--- src/rtl/wsp_pkg.sv ---
// wsp_pkg: shared types, codes and helpers for the RIFF/WAVE stereo PCM parser.
// Used by wsp_core, wsp_out_buf and wav_stream_to_stereo_pcm_top; no dependencies.
package wsp_pkg;

  // result kinds (m_tuser)
  localparam logic [1:0] KIND_FORMAT = 2'd0;
  localparam logic [1:0] KIND_PAIR   = 2'd1;
  localparam logic [1:0] KIND_ERROR  = 2'd2;

  // error codes
  localparam logic [1:0] ERR_NONE     = 2'd0;
  localparam logic [1:0] ERR_BAD_TAG  = 2'd1;
  localparam logic [1:0] ERR_WIDTH    = 2'd2;
  localparam logic [1:0] ERR_NO_FMT   = 2'd3;

  // four-character tags, first character in the low byte
  localparam logic [31:0] TAG_RIFF = 32'h4646_4952;
  localparam logic [31:0] TAG_WAVE = 32'h4556_4157;
  localparam logic [31:0] TAG_FMT  = 32'h2074_6D66;
  localparam logic [31:0] TAG_DATA = 32'h6174_6164;

  // fmt chunk field offsets
  localparam logic [31:0] FMT_OFS_CH_LO   = 32'd2;
  localparam logic [31:0] FMT_OFS_CH_HI   = 32'd3;
  localparam logic [31:0] FMT_OFS_RATE    = 32'd4;
  localparam logic [31:0] FMT_OFS_RATE_END = 32'd8;
  localparam logic [31:0] FMT_OFS_BITS_LO = 32'd14;
  localparam logic [31:0] FMT_OFS_BITS_HI = 32'd15;

  // header: RIFF at 0..3, size at 4..7, WAVE at 8..11
  localparam logic [3:0] HDR_WAVE_OFS = 4'd8;
  localparam logic [3:0] HDR_LAST_OFS = 4'd11;

  // chunk codes held between tag and size fields
  localparam logic [1:0] CHUNK_OTHER = 2'd0;
  localparam logic [1:0] CHUNK_FMT   = 2'd1;
  localparam logic [1:0] CHUNK_DATA  = 2'd2;

  localparam int IN_DATA_W  = 8;
  localparam int OUT_DATA_W = 104;
  localparam int OUT_USER_W = 2;

  typedef struct packed {
    logic [1:0]         kind;
    logic signed [15:0] left_sample;
    logic signed [15:0] right_sample;
    logic [31:0]        rate_hz;
    logic [15:0]        num_channels;
    logic [15:0]        sample_bits;
    logic [1:0]         error_code;
  } wsp_result_t;

  // unsigned 8-bit sample to signed 16-bit: (b - 128) << 8
  function automatic logic [15:0] widen8(input logic [7:0] b);
    widen8 = {~b[7], b[6:0], 8'h00};
  endfunction

endpackage

--- src/rtl/wsp_core.sv ---
// wsp_core: chunk walker, format latches, sample assembly; one byte per fired cycle.
// Depends on wsp_pkg.
module wsp_core (
  input  logic               clk,
  input  logic               rst,
  input  logic               fire,
  input  logic [7:0]         data_byte,
  input  logic               last_byte,
  output logic               res_valid,
  output wsp_pkg::wsp_result_t res
);
  import wsp_pkg::*;

  typedef enum logic [2:0] {
    PH_HEADER, PH_ID, PH_SIZE, PH_FMT, PH_DATA, PH_SKIP, PH_PAD, PH_HALT
  } phase_t;

  phase_t      phase, phase_next;
  logic [31:0] byte_in_field, byte_in_field_next;
  logic [31:0] chunk_length, chunk_length_next;
  logic [31:0] tag_shift, tag_shift_next;
  logic [31:0] rate_store, rate_store_next;
  logic [15:0] channels_store, channels_store_next;
  logic [15:0] bits_store, bits_store_next;
  logic [2:0]  frame_bytes, frame_bytes_next;
  logic [1:0]  frame_index, frame_index_next;
  logic        format_seen, format_seen_next;

  logic        do_end;
  logic        emit;
  logic [1:0]  kind;
  logic [1:0]  err;
  logic [15:0] left_s, right_s;
  logic [3:0]  hdr_ofs;
  logic        hdr_bad;
  logic [31:0] shifted;
  logic [31:0] bif_inc;
  logic        width_ok;
  logic        halt;

  assign shifted = {data_byte, tag_shift[31:8]};
  assign bif_inc = byte_in_field + 32'd1;
  assign hdr_ofs = byte_in_field[3:0];

  always_comb begin
    phase_next          = phase;
    byte_in_field_next  = byte_in_field;
    chunk_length_next   = chunk_length;
    tag_shift_next      = tag_shift;
    rate_store_next     = rate_store;
    channels_store_next = channels_store;
    bits_store_next     = bits_store;
    frame_bytes_next    = frame_bytes;
    frame_index_next    = frame_index;
    format_seen_next    = format_seen;
    do_end   = 1'b0;
    emit     = 1'b0;
    kind     = KIND_FORMAT;
    err      = ERR_NONE;
    left_s   = 16'd0;
    right_s  = 16'd0;
    hdr_bad  = 1'b0;
    width_ok = 1'b0;
    halt     = 1'b0;

    case (phase)
      PH_HEADER: begin
        hdr_bad = (hdr_ofs < 4'd4 && data_byte != TAG_RIFF[{hdr_ofs[1:0], 3'b000} +: 8]) ||
                  (hdr_ofs >= HDR_WAVE_OFS && hdr_ofs <= HDR_LAST_OFS &&
                   data_byte != TAG_WAVE[{hdr_ofs[1:0], 3'b000} +: 8]);
        if (hdr_bad) begin
          emit       = 1'b1;
          kind       = KIND_ERROR;
          err        = ERR_BAD_TAG;
          phase_next = PH_HALT;
        end else if (hdr_ofs >= HDR_LAST_OFS) begin
          phase_next         = PH_ID;
          byte_in_field_next = 32'd0;
          tag_shift_next     = 32'd0;
        end else begin
          byte_in_field_next = {28'd0, hdr_ofs} + 32'd1;
        end
      end
      PH_ID: begin
        tag_shift_next = shifted;
        if (byte_in_field >= 32'd3) begin
          if (shifted == TAG_FMT)       chunk_length_next = {30'd0, CHUNK_FMT};
          else if (shifted == TAG_DATA) chunk_length_next = {30'd0, CHUNK_DATA};
          else                          chunk_length_next = {30'd0, CHUNK_OTHER};
          byte_in_field_next = 32'd0;
          tag_shift_next     = 32'd0;
          if (shifted == TAG_DATA && !format_seen) begin
            emit       = 1'b1;
            kind       = KIND_ERROR;
            err        = ERR_NO_FMT;
            phase_next = PH_HALT;
          end else begin
            phase_next = PH_SIZE;
          end
        end else begin
          byte_in_field_next = bif_inc;
        end
      end
      PH_SIZE: begin
        tag_shift_next = shifted;
        if (byte_in_field >= 32'd3) begin
          chunk_length_next  = shifted;
          byte_in_field_next = 32'd0;
          tag_shift_next     = 32'd0;
          frame_index_next   = 2'd0;
          if (chunk_length[1:0] == CHUNK_FMT) begin
            phase_next          = PH_FMT;
            rate_store_next     = 32'd0;
            channels_store_next = 16'd0;
            bits_store_next     = 16'd0;
            format_seen_next    = 1'b0;
          end else if (chunk_length[1:0] == CHUNK_DATA) begin
            phase_next = PH_DATA;
            case ({bits_store == 16'd8, channels_store == 16'd1})
              2'b11:   frame_bytes_next = 3'd1;
              2'b00:   frame_bytes_next = 3'd4;
              default: frame_bytes_next = 3'd2;
            endcase
          end else begin
            phase_next = PH_SKIP;
          end
          do_end = (shifted == 32'd0);
        end else begin
          byte_in_field_next = bif_inc;
        end
      end
      PH_FMT: begin
        if (byte_in_field == FMT_OFS_CH_LO)      channels_store_next[7:0]  = data_byte;
        else if (byte_in_field == FMT_OFS_CH_HI) channels_store_next[15:8] = data_byte;
        else if (byte_in_field >= FMT_OFS_RATE && byte_in_field < FMT_OFS_RATE_END)
          rate_store_next[{byte_in_field[1:0], 3'b000} +: 8] = data_byte;
        else if (byte_in_field == FMT_OFS_BITS_LO) bits_store_next[7:0]  = data_byte;
        else if (byte_in_field == FMT_OFS_BITS_HI) bits_store_next[15:8] = data_byte;
        byte_in_field_next = bif_inc;
        do_end = (bif_inc == chunk_length);
      end
      PH_DATA: begin
        tag_shift_next   = tag_shift | ({24'd0, data_byte} << {frame_index, 3'b000});
        frame_index_next = frame_index + 2'd1;
        if (frame_index_next == 2'd0 || {1'b0, frame_index_next} == frame_bytes) begin
          emit = 1'b1;
          kind = KIND_PAIR;
          if (frame_bytes == 3'd1) begin
            left_s  = widen8(tag_shift_next[7:0]);
            right_s = left_s;
          end else if (frame_bytes == 3'd4) begin
            left_s  = tag_shift_next[15:0];
            right_s = tag_shift_next[31:16];
          end else if (bits_store == 16'd8) begin
            left_s  = widen8(tag_shift_next[7:0]);
            right_s = widen8(tag_shift_next[15:8]);
          end else begin
            left_s  = tag_shift_next[15:0];
            right_s = tag_shift_next[15:0];
          end
          frame_index_next = 2'd0;
          tag_shift_next   = 32'd0;
        end
        byte_in_field_next = bif_inc;
        do_end = (bif_inc == chunk_length);
      end
      PH_SKIP: begin
        byte_in_field_next = bif_inc;
        do_end = (bif_inc == chunk_length);
      end
      PH_PAD: begin
        phase_next         = PH_ID;
        byte_in_field_next = 32'd0;
        tag_shift_next     = 32'd0;
      end
      default: ;
    endcase

    // end of a chunk body: fmt report or width error (halts), else pad or next tag
    if (do_end) begin
      if (phase_next == PH_FMT) begin
        width_ok = (bits_store_next == 16'd8) || (bits_store_next == 16'd16);
        emit     = 1'b1;
        if (width_ok) begin
          format_seen_next = 1'b1;
          kind = KIND_FORMAT;
        end else begin
          format_seen_next = 1'b0;
          kind = KIND_ERROR;
          err  = ERR_WIDTH;
          halt = 1'b1;
        end
      end
      if (halt)                       phase_next = PH_HALT;
      else if (chunk_length_next[0])  phase_next = PH_PAD;
      else                            phase_next = PH_ID;
      byte_in_field_next = 32'd0;
      tag_shift_next     = 32'd0;
      frame_index_next   = 2'd0;
    end
  end

  assign res_valid = fire && emit;

  always_comb begin
    res.kind          = kind;
    res.left_sample   = left_s;
    res.right_sample  = right_s;
    res.rate_hz       = rate_store_next;
    res.num_channels  = channels_store_next;
    res.sample_bits   = bits_store_next;
    res.error_code    = err;
  end

  always_ff @(posedge clk) begin
    if (rst || (fire && last_byte)) begin
      phase          <= PH_HEADER;
      byte_in_field  <= 32'd0;
      chunk_length   <= 32'd0;
      tag_shift      <= 32'd0;
      rate_store     <= 32'd0;
      channels_store <= 16'd0;
      bits_store     <= 16'd0;
      frame_bytes    <= 3'd0;
      frame_index    <= 2'd0;
      format_seen    <= 1'b0;
    end else if (fire) begin
      phase          <= phase_next;
      byte_in_field  <= byte_in_field_next;
      chunk_length   <= chunk_length_next;
      tag_shift      <= tag_shift_next;
      rate_store     <= rate_store_next;
      channels_store <= channels_store_next;
      bits_store     <= bits_store_next;
      frame_bytes    <= frame_bytes_next;
      frame_index    <= frame_index_next;
      format_seen    <= format_seen_next;
    end
  end

  // error results always carry a code
  a_err_code: assert property (@(posedge clk) disable iff (rst)
    (res_valid && res.kind == KIND_ERROR) |-> res.error_code != ERR_NONE)
    else $error("error result without code");

  // samples are zero outside pair results
  a_zero_samples: assert property (@(posedge clk) disable iff (rst)
    (res_valid && res.kind != KIND_PAIR) |-> (res.left_sample == 16'sd0 &&
                                             res.right_sample == 16'sd0))
    else $error("non-pair result with samples");

  // a halted parser stays silent
  a_halt_quiet: assert property (@(posedge clk) disable iff (rst)
    (fire && phase == PH_HALT) |-> !res_valid)
    else $error("result while halted");

  // an error halts the parser unless the file ends there
  a_err_halts: assert property (@(posedge clk) disable iff (rst)
    (fire && !last_byte && res_valid && res.kind == KIND_ERROR) |=> phase == PH_HALT)
    else $error("error did not halt parser");

  // pairs only come from a data chunk after a good format
  a_pair_fmt: assert property (@(posedge clk) disable iff (rst)
    (res_valid && res.kind == KIND_PAIR) |-> (phase == PH_DATA && format_seen))
    else $error("pair outside data chunk");

endmodule

--- src/rtl/wsp_out_buf.sv ---
// wsp_out_buf: result register on the master side, takes a new item while the old one leaves.
// Depends on wsp_pkg.
module wsp_out_buf (
  input  logic                clk,
  input  logic                rst,
  input  logic                load,
  input  wsp_pkg::wsp_result_t load_res,
  input  logic                tready,
  output logic                tvalid,
  output wsp_pkg::wsp_result_t res,
  output logic                can_take
);
  import wsp_pkg::*;

  assign can_take = !tvalid || tready;

  always_ff @(posedge clk) begin
    if (rst) begin
      tvalid <= 1'b0;
    end else if (load) begin
      tvalid <= 1'b1;
    end else if (tready) begin
      tvalid <= 1'b0;
    end
  end

  always_ff @(posedge clk) begin
    if (load) begin
      res <= load_res;
    end
  end

endmodule

--- src/rtl/wav_stream_to_stereo_pcm_top.sv ---
// wav_stream_to_stereo_pcm_top: RIFF/WAVE byte stream to 16-bit stereo PCM pairs.
// Depends on wsp_pkg, wsp_core, wsp_out_buf.
//
//   channel   | signals                          | item
//   ----------+----------------------------------+-----------------------------------
//   input     | s_tvalid s_tready s_tdata s_tlast| one file byte, tlast on final byte
//   output    | m_tvalid m_tready m_tdata m_tuser| format report, sample pair or error
//
// Flow: one byte per clock sustained while the output register can take
//   results; a byte is held in the input register, is parsed there and its
//   result (if any) lands in the output register, where m_tvalid rises.
// Reset: rst (synchronous) returns the parser to the RIFF header; tlast on a
//   byte does the same after that byte is parsed.
// Stalls: a low m_tready stops parsing once the output register is full;
//   s_tready then drops after the input register fills.
module wav_stream_to_stereo_pcm_top (
  input  logic                              clk,
  input  logic                              rst,
  input  logic                              s_tvalid,
  output logic                              s_tready,
  input  logic [wsp_pkg::IN_DATA_W-1:0]     s_tdata,  // [7:0] data_byte
  input  logic                              s_tlast,  // last_byte
  output logic                              m_tvalid,
  input  logic                              m_tready,
  // [15:0] left_sample, [31:16] right_sample, [63:32] rate_hz,
  // [79:64] num_channels, [95:80] sample_bits, [97:96] error_code, [103:98] zero
  output logic [wsp_pkg::OUT_DATA_W-1:0]    m_tdata,
  output logic [wsp_pkg::OUT_USER_W-1:0]    m_tuser   // [1:0] kind
);
  import wsp_pkg::*;

  // input register
  logic        in_valid;
  logic [7:0]  in_byte;
  logic        in_last;

  logic        fire;
  logic        out_can_take;
  logic        res_valid;
  wsp_result_t core_res;
  wsp_result_t out_res;

  // a held byte is parsed whenever the result register can take its result
  assign fire     = in_valid && out_can_take;
  assign s_tready = !in_valid || fire;

  always_ff @(posedge clk) begin
    if (rst) begin
      in_valid <= 1'b0;
    end else if (s_tvalid && s_tready) begin
      in_valid <= 1'b1;
    end else if (fire) begin
      in_valid <= 1'b0;
    end
  end

  always_ff @(posedge clk) begin
    if (s_tvalid && s_tready) begin
      in_byte <= s_tdata;
      in_last <= s_tlast;
    end
  end

  wsp_core u_core (
    .clk       (clk),
    .rst       (rst),
    .fire      (fire),
    .data_byte (in_byte),
    .last_byte (in_last),
    .res_valid (res_valid),
    .res       (core_res)
  );

  wsp_out_buf u_out (
    .clk      (clk),
    .rst      (rst),
    .load     (res_valid),
    .load_res (core_res),
    .tready   (m_tready),
    .tvalid   (m_tvalid),
    .res      (out_res),
    .can_take (out_can_take)
  );

  assign m_tuser = out_res.kind;
  assign m_tdata = {6'd0, out_res.error_code, out_res.sample_bits, out_res.num_channels,
                    out_res.rate_hz, out_res.right_sample, out_res.left_sample};

endmodule
--- config.mk ---
export PLATFORM = sky130hd
export DESIGN_NAME = wav_stream_to_stereo_pcm_top
export DESIGN_NICKNAME = d
export VERILOG_FILES = /design/src/rtl/wsp_pkg.sv /design/src/rtl/wsp_core.sv /design/src/rtl/wsp_out_buf.sv /design/src/rtl/wav_stream_to_stereo_pcm_top.sv
export SDC_FILE = /design/constraint.sdc
export NUM_CORES = 1
export LEC_CHECK = 0
export ABC_AREA = 1
export BUFFER_PORTS_ARGS = -buffer_cell sky130_fd_sc_hd__buf_2
export CORE_MARGIN = 2
export CORE_UTILIZATION = 25
export DETAILED_ROUTE_END_ITERATION = 6
export GPL_TIMING_DRIVEN = 0
export PLACE_DENSITY = 0.38
export SYNTH_ARGS = -nofsm -noshare
export SYNTH_HDL_FRONTEND = slang
export SYNTH_SLANG_ARGS = --single-unit
export TNS_END_PERCENT = 5
--- constraint.sdc ---
create_clock -name clk -period 6.1 [get_ports clk]
set_input_delay 1.22 -clock clk [delete_from_list [all_inputs] [get_ports clk]]
set_output_delay 1.22 -clock clk [all_outputs]
set_load 0.01 [all_outputs]
==> flow_summary.yaml <==
clock_tree:
  cts_buffers: 38
  clkSlewWorstSetupHoldPaths_ns: 0.06
  clock_latency_ns: 0.57
  cts-root-buf: "clkbuf_16"
  cts.sinks: 280
  htreeDepth: 2
  post_cts_resized: 0
  cts_tree: "built"
  cts_buffer_depth: 3
  cts_setup_buffers: 0
  cts_hold_buf: 0
floorplanning:
  chipWidth_microns: 252
  die_y_microns: 252
  die_area_sq_um: 63600
  design.core.area_sq_um: 60600
  ios: 121
  initial_core_util_pct: 25.4
  placementRows: 90
setup_path:
  crit_path_max_incr_delay_ns: 0.59
  startpoint_type: "flip-flop"
  critical_path_required_ns: 6.32
  critPathLaunch: "u_core.byte_in_field[0]"
  cpLargestDelayFamily: "buffers and inverters"
  rr_startpoint: "u_core.byte_in_field[0]"
  slowest_stage: "clkbuf_1"
  worstRegToRegCells: 19
  crit_arrival_ns: 5.17
  worst-path-max-fanout: 56
  crit_chain: "buf_4 -> inv_2 -> clkbuf_1 -> ha_1 -> clkbuf_1 -> xnor2_1 -> nand3_1 -> nor2_1 -> nand4_1 -> nor2_1 -> nand3_1 -> nor2_1 -> nand3_2 -> nand2_4 -> nand2_1 -> nand3_1 -> nand2_1 -> inv_4 -> buf_16"
  crit_cells: 19
  cp-end-kind: "flip-flop"
  critical_path_buf_inv_count: 6
  crit_type: "flip-flop to flip-flop"
placement:
  io_buffers: 114
  placed_cell_area_sq_um: 17000
  place_congestion: 0.906
  hpwl_mm: 48.4
timing:
  finalSetupViolations: 0
  fin_tns_setup_ns: 0
  rsz0062_at_grt: "false"
  finClkSkew_ns: 0.0190
  fmax_mhz: 202
  post-route-min-period_ns: 4.95
  relSlewSlack_pct: 22.5
  final_hold_viol_count: 0
  drv_slew: 0
  post-route-period-util_pct: 81.1
  worst_slew_pin_slew_ns: 1.15
synth:
  synth_ff_type: "dfxtp_1"
  ys_ff_latch: 280
  synth_edf_count: 109
  netlist_instances: 2167
  synth_area_per_cell_sq_um: 7.10
  netlist_area_sq_um: 15400
  yosys.cell_types.count: 54
  synthArstFlopShare_pct: 0
  synth.yosys.seq_area_share_pct: 43.5
  ys_warn_count: 0
route:
  drt_iter0_markers: 1187
  viasPerCell: 4.85
  drc: 0
  drt-wirelength-per-cell_microns: 20.1
  routed_wirelength_mm: 63.1
  ant_nets: 0
  dr.pass1.iters: 5
  vias: 15219
final_layout:
  drive_above_1_share_pct: 10.1
  areaGrowthSynthToFinish_pct: 18.3
  multi_input_area_sq_um: 6820
  regArea_sq_um: 6700
  diodes: 0
  final.fill_count: 6749
  layout.nets: 2352
  fin_area_sq_um: 18200
global_route:
  grt_pass1_wl_mm: 92.9
  grt_start_max_net_pins: 57
  grt_use_met1_pct: 27.9
  top_usage_layer: "met2"
  track_usage_pct: 19.6
  met3_usage_pct: 2.81
  grt.overflow.total: 0
  antenna_found_initial: 0
  met2_usage_pct: 30.6
  grt_pass1_vias: 14588
power_and_ir_drop:
  p_leak_uw: 0.00742
  peakVddDrop_mv: 0.142
  power_density_nw_per_um2: 279
worst_hold_path:
  worstHoldPathType: "flip-flop to flip-flop"
  hold_path_startpoint: "u_core.tag_shift[17]"
  holdPathStages: 2
flow_run:
  maxCapViolCount: 0
run_status:
  outcome: "finished, final reports clean"
## metrics by stage
stage | hold slack [ns] | setup slack [ns] | utilization (%) | instances | total power, uW
3_3_place_gp | 0.463 | -0.995 | 28.0 | 3068 | 2910
2_1_floorplan | 0.451 | 1.20 | - | 2172 | 2610
6_report | 0.480 | 1.15 | 30.1 | 3138 | 5090
5_1_grt | 0.500 | 0.922 | 30.1 | 3138 | 5310
3_5_place_dp | 0.471 | 1.20 | 28.0 | 3069 | 2900
4_1_cts | 0.480 | 1.18 | 30.1 | 3138 | 5150
## metal layers
| layer | wire (microns) | vias to the layer above |
|---|---|---|
| met2 | 28000 | 444 |
| met4 | 1630 | 0 |
| met3 | 3160 | 90 |
| met1 | 30300 | 7225 |
| met5 | 0 | - |
| li1 | - | 7460 |
## logic make-up after synthesis
group	Yosys count	synth area share, %
AND/OR/NAND/NOR	957	26.6
buffers and inverters	471	12.3
AO/OA/AOI/OAI	438	16.1
flip-flops	280	43.5
adder cells (fa/ha/maj)	12	0.976
XOR/XNOR	8	0.455
other	1	0.0244
## where the power goes
part	internal [uW]	leakage [uW]	switching [uW]
registers	2050	0.00245	55.0
logic	213	0.00439	553
clock network	1320	0.000588	896
total	3580	0.00742	1500
## placed cells by master, fill, tap and decap left out, types with 5 or more instances in the layout
cell type    n
nand2_1    450
inv_1      361
nor2_1     234
dfxtp_1    171
nand3_1    163
o21ai_0    155
a21oi_1    146
buf_2      128
edfxtp_1   109
clkbuf_1    75
o22ai_1     70
nand4_1     40
clkbuf_16   39
nor3_1      22
nor4_1      13
a22oi_1     13
ha_1        12
buf_4       11
clkinv_1     9
nor2_2       9
a211oi_1     9
buf_6        8
nand2_2      7
o32ai_1      7
o221ai_1     7
xor2_1       7
o21a_1       6
conb_1       6
o211ai_1     5
clkinv_2     5
## tightest hold or removal path: cells and delay by family (launching register included)
family	cells	cell delay [ns]
AO/OA/AOI/OAI	1	0.04
AND/OR/NAND/NOR	1	0.08
flip-flops	1	0.32
## area by class of cell
| cell class | instances | area share, % |
|---|---|---|
| Inverter | 371 | 7.68 |
| Multi-Input combinational cell | 1421 | 37.5 |
| Buffer | 100 | 2.72 |
| Tap cell | 782 | 5.37 |
| Clock inverter | 18 | 1.04 |
| Timing Repair Buffer | 115 | 3.28 |
| Clock buffer | 51 | 5.66 |
| Sequential cell | 280 | 36.8 |
## flip-flops by register name, summed over array words and instances, names as in the netlist, 2 cells and up
signal	flops
u_out.res	100
u_core.frame_bytes	3
u_core.rate_store	32
u_core.channels_store	16
u_core.bits_store	16
u_core.chunk_length	32
in_byte	8
u_core.frame_index	2
u_core.phase	3
u_core.byte_in_field	32
u_core.tag_shift	32
## worst paths after layout
path                           to  slack (ns)
min reg2reg  u_core.tag_shift[17]        0.48
max reg2reg          u_out.res[6]        1.15
min          u_core.tag_shift[17]        0.48
max                  u_out.res[6]        1.15
## cells in the mapped netlist (13+ instances only)
cell / instances / area, sq um
a21oi_1: 146 / 731
a22oi_1: 13 / 97.6
buf_2: 14 / 70.1
clkbuf_1: 64 / 240
dfxtp_1: 171 / 3420
edfxtp_1: 109 / 3270
inv_1: 362 / 1360
nand2_1: 450 / 1690
nand3_1: 163 / 816
nand4_1: 40 / 250
nor2_1: 234 / 878
nor3_1: 22 / 110
nor4_1: 13 / 81.3
o21ai_0: 155 / 776
o22ai_1: 70 / 438
Power figures use the tool's default switching activity.
